<file path="config.mk">
export PLATFORM = sky130hd
export DESIGN_NAME = stepper_half_step_mover
export DESIGN_NICKNAME = d
export VERILOG_FILES = /design/src/sv/shsm_pkg.sv /design/src/sv/shsm_move_calc.sv /design/src/sv/shsm_out_stage.sv /design/src/sv/stepper_half_step_mover.sv
export SDC_FILE = /design/constraint.sdc
export NUM_CORES = 1
export LEC_CHECK = 0
export ABC_AREA = 1
export BUFFER_PORTS_ARGS = -buffer_cell sky130_fd_sc_hd__buf_2
export CORE_MARGIN = 3
export CORE_UTILIZATION = 65
export DETAILED_ROUTE_END_ITERATION = 10
export MAX_ROUTING_LAYER = met4
export PLACE_DENSITY = 0.92
export SYNTH_ARGS = -nofsm -noshare
export SYNTH_HDL_FRONTEND = slang
export SYNTH_SLANG_ARGS = --single-unit
</file>
<file path="constraint.sdc">
create_clock -name clk -period 9.1 [get_ports clk]
set_input_delay 1.365 -clock clk [delete_from_list [all_inputs] [get_ports clk]]
set_output_delay 1.365 -clock clk [all_outputs]
set_load 0.02 [all_outputs]
</file>
<file path="src/sv/shsm_pkg.sv">
// Package for the half-step stepper mover: beat types, command and register codes,
// and the coil pattern table. No dependencies.
package shsm_pkg;

    localparam int ANGLE_W = 9;
    localparam int Q8_W    = 16;
    localparam int STEPS_W = 17;
    localparam int PHASE_W = 3;
    localparam int COILS_W = 4;
    localparam int PROD_W  = ANGLE_W + Q8_W;
    localparam int CMD_W   = 2;
    localparam int CFG_IDX_W  = 1;
    localparam int CFG_DATA_W = 16;

    localparam logic [CMD_W-1:0] CMD_TICK  = 2'd0;
    localparam logic [CMD_W-1:0] CMD_CLOSE = 2'd1;
    localparam logic [CMD_W-1:0] CMD_OPEN  = 2'd2;

    localparam logic [CFG_IDX_W-1:0] CFG_STEPS_PER_DEG = 1'd0;
    localparam logic [CFG_IDX_W-1:0] CFG_START_ANGLE   = 1'd1;

    localparam logic [Q8_W-1:0]    STEPS_PER_DEG_RESET = 16'd2913;
    localparam logic [ANGLE_W-1:0] START_ANGLE_RESET   = 9'd0;

    typedef struct packed {
        logic [CMD_W-1:0]   cmd;
        logic [ANGLE_W-1:0] target_angle;
    } in_item_t;

    typedef struct packed {
        logic [COILS_W-1:0] coils;
        logic               last_step;
    } out_item_t;

    // Half-step coil pattern for each phase.
    function automatic logic [COILS_W-1:0] coil_pattern(input logic [PHASE_W-1:0] phase);
        logic [COILS_W-1:0] pat;
        case (phase)
            3'd0:    pat = 4'h8;
            3'd1:    pat = 4'hC;
            3'd2:    pat = 4'h4;
            3'd3:    pat = 4'h6;
            3'd4:    pat = 4'h2;
            3'd5:    pat = 4'h3;
            3'd6:    pat = 4'h1;
            default: pat = 4'h9;
        endcase
        return pat;
    endfunction

endpackage

</file>
<file path="src/sv/shsm_move_calc.sv">
// Step count for a move: floor(|target - current| * steps_per_degree_q8 / 256).
// Depends on shsm_pkg.
module shsm_move_calc (
    input  logic [shsm_pkg::ANGLE_W-1:0] current_angle,
    input  logic [shsm_pkg::ANGLE_W-1:0] target_angle,
    input  logic [shsm_pkg::Q8_W-1:0]    steps_per_degree_q8,
    output logic [shsm_pkg::STEPS_W-1:0] step_count
);
    import shsm_pkg::*;

    logic [ANGLE_W-1:0] diff;
    logic [PROD_W-1:0]  prod;

    always_comb
    begin
        if (target_angle >= current_angle)
        begin
            diff = target_angle - current_angle;
        end
        else
        begin
            diff = current_angle - target_angle;
        end
        prod = PROD_W'(diff) * PROD_W'(steps_per_degree_q8);
        // Dropping the eight fraction bits truncates toward zero.
        step_count = prod[PROD_W-1:8];
    end

endmodule

</file>
<file path="src/sv/shsm_out_stage.sv">
// Result register with valid/stall handshake toward the consumer.
// Depends on shsm_pkg.
module shsm_out_stage (
    input  logic                clk,
    input  logic                rst_n,
    input  logic                load,
    input  shsm_pkg::out_item_t load_item,
    output logic                free,
    output logic                out_valid,
    input  logic                out_stall,
    output shsm_pkg::out_item_t out_data
);
    import shsm_pkg::*;

    logic      out_valid_reg;
    logic      out_valid_next;
    out_item_t out_item_reg;

    // The register can take a new beat when it is empty or its beat leaves now.
    assign free = !out_valid_reg || !out_stall;

    always_comb
    begin
        if (load)
        begin
            out_valid_next = 1'b1;
        end
        else if (!out_stall)
        begin
            out_valid_next = 1'b0;
        end
        else
        begin
            out_valid_next = out_valid_reg;
        end
    end

    always_ff @(posedge clk or negedge rst_n)
    begin
        if (!rst_n)
        begin
            out_valid_reg <= 1'b0;
        end
        else
        begin
            out_valid_reg <= out_valid_next;
        end
    end

    always_ff @(posedge clk)
    begin
        if (load)
        begin
            out_item_reg <= load_item;
        end
    end

    assign out_valid = out_valid_reg;
    assign out_data  = out_item_reg;

endmodule

</file>
<file path="src/sv/stepper_half_step_mover.sv">
// Half-step mover for a four-coil unipolar stepper.
// A tick's result beat passes through the input register, then the result register, and
// waits while the result register is full. Throughput: one beat per cycle while out_stall
// does not hold the result register. Reset: pipeline empty, phase 0, no steps left,
// steps_per_degree 2913, start and current angle 0.
module stepper_half_step_mover (
    input  logic                                clk,
    input  logic                                rst_n,
    input  logic                                in_valid,
    output logic                                in_stall,
    input  shsm_pkg::in_item_t                  in_data,
    output logic                                out_valid,
    input  logic                                out_stall,
    output shsm_pkg::out_item_t                 out_data,
    input  logic                                cfg_we,
    input  logic [shsm_pkg::CFG_IDX_W-1:0]      cfg_index,
    input  logic [shsm_pkg::CFG_DATA_W-1:0]     cfg_data
);
    import shsm_pkg::*;

    logic               s1_valid_reg;
    logic               s1_valid_next;
    in_item_t           s1_item_reg;
    logic [Q8_W-1:0]    q8_reg;
    logic [ANGLE_W-1:0] cur_angle_reg;
    logic [PHASE_W-1:0] phase_reg;
    logic               count_up_reg;
    logic [STEPS_W-1:0] steps_left_reg;

    logic               in_accept;
    logic               is_move;
    logic               has_result;
    logic               fire;
    logic               out_free;
    logic [STEPS_W-1:0] step_count;
    out_item_t          result;

    shsm_move_calc u_move_calc (
        .current_angle       (cur_angle_reg),
        .target_angle        (s1_item_reg.target_angle),
        .steps_per_degree_q8 (q8_reg),
        .step_count          (step_count)
    );

    always_comb
    begin
        is_move    = s1_item_reg.cmd == CMD_CLOSE || s1_item_reg.cmd == CMD_OPEN;
        has_result = s1_item_reg.cmd == CMD_TICK && steps_left_reg != '0;
        // Beats without a result never wait on the result register.
        fire       = s1_valid_reg && (!has_result || out_free);
        in_stall   = s1_valid_reg && !fire;
        in_accept  = in_valid && !in_stall;

        if (in_accept)
        begin
            s1_valid_next = 1'b1;
        end
        else if (fire)
        begin
            s1_valid_next = 1'b0;
        end
        else
        begin
            s1_valid_next = s1_valid_reg;
        end

        result.coils     = coil_pattern(phase_reg);
        result.last_step = steps_left_reg == STEPS_W'(1);
    end

    shsm_out_stage u_out_stage (
        .clk       (clk),
        .rst_n     (rst_n),
        .load      (fire && has_result),
        .load_item (result),
        .free      (out_free),
        .out_valid (out_valid),
        .out_stall (out_stall),
        .out_data  (out_data)
    );

    always_ff @(posedge clk)
    begin
        if (in_accept)
        begin
            s1_item_reg <= in_data;
        end
    end

    always_ff @(posedge clk or negedge rst_n)
    begin
        if (!rst_n)
        begin
            s1_valid_reg    <= 1'b0;
            q8_reg          <= STEPS_PER_DEG_RESET;
            cur_angle_reg   <= START_ANGLE_RESET;
            phase_reg       <= '0;
            count_up_reg    <= 1'b0;
            steps_left_reg  <= '0;
        end
        else
        begin
            s1_valid_reg <= s1_valid_next;

            if (fire && is_move)
            begin
                steps_left_reg <= step_count;
                cur_angle_reg  <= s1_item_reg.target_angle;
                count_up_reg   <= s1_item_reg.cmd == CMD_CLOSE;
            end
            else if (fire && has_result)
            begin
                steps_left_reg <= steps_left_reg - STEPS_W'(1);
                if (count_up_reg)
                begin
                    phase_reg <= phase_reg + PHASE_W'(1);
                end
                else
                begin
                    phase_reg <= phase_reg - PHASE_W'(1);
                end
            end

            // Writing the start angle also presets the current position.
            if (cfg_we)
            begin
                unique case (cfg_index)
                    CFG_STEPS_PER_DEG:
                    begin
                        q8_reg <= cfg_data;
                    end
                    CFG_START_ANGLE:
                    begin
                        cur_angle_reg <= cfg_data[ANGLE_W-1:0];
                    end
                    default:
                    begin
                        q8_reg <= q8_reg;
                    end
                endcase
            end
        end
    end

endmodule

</file>
### Word level (Yosys, flattened, before mapping)

Cells that the tools add are included.
Widths: inputs -> output; s select.

* latch bits: 0
* register bits after elaboration: 64
* word-level logic and storage cells: 63
* input bits: 33
* memory bits (read-only): 0
* memories: 0
* RAM bits: 0

* shift operators: 0
* divide/modulo/power cells: 0
* equality and inequality tests: 10
* magnitude comparators: 1
* $add $sub $neg: 5
* muxes and demuxes: 12
* bitwise operators: 2
* multiply operators: 1
* reductions and logical operators: 21

Operators by type and width (number)
* $mux 9: 4
* $mux 17: 2
* $pmux 4 s7: 1
* $mul 9x16->25: 1
* $sub 9x9->9: 2
* $eq 17x1->1 const B: 1
* $reduce_bool 17->1: 1
* $sub 17x1->17 const B: 1
* $eq 3x3->1 const B: 3
* $ge 9x9->1: 1
* $eq 3x2->1 const B: 2
* $logic_and 1x1->1: 6
* $logic_not 1->1: 5
* $mux 1: 4
* $reduce_and 2->1: 2
* $reduce_bool 2->1: 2
* $add 3x1->3 const B: 1
* $eq 3x1->1 const B: 1
* $logic_not 3->1: 1
* $logic_or 1x1->1: 3
* $mux 3: 1
* $sub 3x1->3 const B: 1
* $eq 2x1->1 const B: 1
* $eq 2x2->1 const B: 1
* other kinds (3): 4

### Depth between registers and ports, before layout

* depth after elaboration: 10
* depth in mapped cells: 38

### Cells and area by module

Synthesis repeated with hierarchy kept, for this count alone.

* cells, all modules: 1087
* area total of the unflattened synthesis: 8464.4 sq um

By module, submodules not included
* shsm_move_calc: seq. area each 0.0 sq um, times used 1, area each 5183.7 sq um, cells each 722
* stepper_half_step_mover: seq. area each 1514.0 sq um, times used 1, area each 3089.2 sq um, cells each 356
* shsm_out_stage: seq. area each 175.2 sq um, times used 1, area each 191.4 sq um, cells each 9

### Worst setup path before layout

No wires, ideal clock.

* path type: register -> register
* from: reg s1_item_reg[2] in the netlist's numbering
* to: reg steps_left_reg[15]
* stages on the path, launching flop included: 35
* arrival time: 5.735 ns
* path buffers: 2
* period minus slack after synthesis: 5.861 ns
* path slack: 3.239 ns
* data required time: 8.975 ns
* cell sequence: edfxtp_1 > inv_1 > ha_1 > buf_4 > nand2_1 > nor2_1 > nand2_1 > nor2_2 > nor2_4 > nand2_8 > nand3b_1 > nand2_1 > o221ai_2 > nand2_1 > o211ai_2 > xor2_2 > buf_6 > nor2_2 > fa_1 > inv_1 > fa_1 > inv_1 > fa_1 > inv_1 > fa_1 > inv_1 > ha_1 > a21oi_1 > o21ai_0 > a21oi_1 > o21ai_0 > a21oi_1 > nor2_1 > o21ai_0 > o21ai_1

* word-level cells in the longest chain between the ends: 4
* elaborated cells on any way between the ends: 6

Ends and longest elaborated chain
* start: declaration: line stepper_half_step_mover.sv:23 `in_item_t s1_item_reg;`
* start signal: assignment: line stepper_half_step_mover.sv:86 `s1_item_reg <= in_data;`
* $sub 9x9->9 (tied with other cells): line shsm_move_calc.sv:22 `diff = current_angle - target_angle;`
* $mux 9 (*): line shsm_move_calc.sv:16 `if (target_angle >= current_angle)`
* $mul 9x16->25 (*): line shsm_move_calc.sv:24 `prod = PROD_W'(diff) * PROD_W'(steps_per_degree_q8);`
* $mux 17 (*): line stepper_half_step_mover.sv:105 `if (fire && is_move)`
* end signal: assignment: line stepper_half_step_mover.sv:107 `steps_left_reg <= step_count;`
* end signal: assignment: line stepper_half_step_mover.sv:113 `steps_left_reg <= steps_left_reg - STEPS_W'(1);`
* end: declaration: line stepper_half_step_mover.sv:28 `logic [STEPS_W-1:0] steps_left_reg;`

Every way passes the cells marked *; elsewhere a longest branch is shown, timed or not.
A chain may end at the register's enable or synchronous reset.

### Worst setup path after layout

* from: reg s1_item_reg[2] in the netlist's numbering
* to: reg steps_left_reg[9]

The elaborated chain is that of the path after synthesis.

==> out/summary.txt <==
Yosys top cell by area: fa_1
RR Endpoint: steps_left_reg[9]
ant diodes: 0
Crit path depth: 31
post-route cell area: 0.00891 sq mm
Die Y: 119 um
min-delay src: phase_reg[0]
MaxCap Viol Count: 0
H-tree levels: 3
CTS tree: built
initial antenna violation count: 0
syn avg cell area: 7.80 sq um
share of cells above drive strength 1: 8.96%
Pins Over Slew Limit: 0
Worst path max stage delay: 750 ps
Root Buffer: clkbuf_16
asr flop ratio synth: 75.0%
Critical path buffers and inverters: 4
synth top area cells: fa_1, dfrtp_1, inv_1, ha_1, nand2_1
post_cts resized: 0
clock transition at the registers of the reported paths: 60 ps
1st-iter DRT viols: 619
WP data arrival: 7230 ps
Seq/Total Area, Yosys: 20.5%
fillers: 877
CP Max Fanout: 14
fin crit share: 76.6%
CTS Buf Count: 9
Placer Congestion: 0.987
status: finished clean
# IOs: 40
hpwl dp: 15.6 mm
initial core utilization: 67.4%
Syn Nets: 1,256
FF+latch count, synth: 64
Worst setup EP type: flop
synthesized area: 0.00823 sq mm
die area: 0.0140 sq mm
Top Family by Delay on Critical Path: adder cells
Final Hold Viols: 0
number of flops mapped to enable cells by yosys: 16
worst r2r path cells: 31
Synth Instances: 1,055
overall routing resource usage: 31.3%
DR WL/cell: 16.1 um
global-route wire length before repair: 34.4 mm
Synth top area share: 24.3%
count of cell types in the netlist: 45
Post-CTS Hold Buffers: 0
1st-pass router iterations: 5
Period minus WS final: 6970 ps
CP dominant cell by count: nand2_1
RSZ-0062 raised after global routing: no
DP Area: 0.00856 sq mm
ys flop type: dfrtp_1
Max Clk Rate: 0.143 GHz
actual slew at the worst max-slew pin: 1110 ps
Largest register FFs: 17
Setup-failing EPs final: 0
Worst Hold Endpoint: phase_reg[0]
top-count cell post-synth: inv_1
slack of the critical path: 2130 ps
# Post-CTS Setup Buffers: 0
Hold Crit Class: reg -> reg
startpoint type of the worst setup path: flop
synth-to-layout area growth: 8.33%
TritonCTS Sinks: 64
DRC: 0
R2R Path Start: s1_item_reg[2]
vias: 7,119
setup_tns: 0 ps
flop-to-flop setup slack: 2130 ps
slew margin rel.: 25.7%
Routed Antenna Nets: 0
later-pin clock latency in the skew report: 340 ps
core area: 0.0122 sq mm
commonest cells in the netlist: inv_1, nand2_1, nor2_1
critical-path cell with the highest stage delay: xor2_2
Die X: 119 um
vias in the first global route: 7,455
row cnt: 40
Port Buf Inserts: 39
synth warn: 0
gr ovfl total: 0
Max clock buf depth: 2
final WL: 20.3 mm
DR vias/cell: 5.64
setup slack at placement: 2320 ps
largest net degree at the start of global routing: 49
Layout Nets: 1,290
Cells on Worst Hold Path: 1
CP required: 9360 ps
Max Clock Skew: 6.51 ps
Worst Setup Path Type: reg -> reg
[routing by layer]
metal	track usage, %	up-vias	share of wire [%]
li1	-	3294	-
met1	36.7	3435	38
met2	53.1	309	50
met3	5.69	81	6.8
met4	13.9	0	4.6
met5	-	-	0
[cell usage in the layout (no fill, tap or decap), drive strengths merged, types with 3 or more instances in the layout]
master	instances
edfxtp	16
nor3	5
nand4	8
or2	3
bufinv	3
a21oi	59
nand3	29
buf	44
a31oi	7
o21bai	3
nand2	192
nor2	142
dfrtp	42
mux2i	3
o21a	4
dfstp	6
fa	100
xor2	17
a22oi	3
o211ai	3
inv	243
ha	68
o21ai	70
xnor2	5
nor4	3
clkbuf	9
[how the worst max path moves through the flow]
stage	startpoint	to	slack (ps)
3_3_place_gp	s1_item_reg[2]	steps_left_reg[16]	2480
3_5_place_dp	s1_item_reg[2]	steps_left_reg[16]	2320
4_1_cts	s1_item_reg[2]	steps_left_reg[16]	2250
5_1_grt	s1_item_reg[2]	steps_left_reg[13]	1650
6_report	s1_item_reg[2]	steps_left_reg[9]	2130
2_1_floorplan	s1_item_reg[2]	steps_left_reg[15]	3240
[stage by stage]
stage               util [%]  hold WS (ps)  std cells
detailed placement      70.1           535       1246
global placement        70.1           518       1246
global route            73.0           566       1262
finish                  73.0           545       1262
CTS                     73.0           547       1262
floorplan                  -           484       1055
[logic make-up after synthesis]
group	Yosys count	share of synthesized area, %
flip-flops	64	20.5
multiplexers	3	0.365
adder cells (fa/ha/maj)	168	34.7
AND/OR/NAND/NOR	385	19.8
buffers and inverters	261	12.3
AO/OA/AOI/OAI	152	9.99
XOR/XNOR	22	2.43
[cell type report]
class | count | area [sq um] | area share, %
Clock buffer | 9 | 225 | 2.53
Clock inverter | 7 | 125 | 1.40
Inverter | 240 | 901 | 10.1
Multi-Input combinational cell | 730 | 5530 | 62.0
Sequential cell | 64 | 1690 | 18.9
Tap cell | 168 | 210 | 2.36
Timing Repair Buffer | 44 | 233 | 2.61
[worst register-to-register path, delay by kind of cell (launching register included)]
| kind | cells | cell delay, ps |
|---|---|---|
| flops | 1 | 360 |
| buf+inv | 4 | 250 |
| compound gates | 4 | 660 |
| xor+xnor | 2 | 920 |
| fa+ha+maj | 6 | 2900 |
| simple gates | 15 | 1810 |
Power is not shown: default switching activity piles up to over one toggle a cycle in this logic, so the estimate is an artifact.
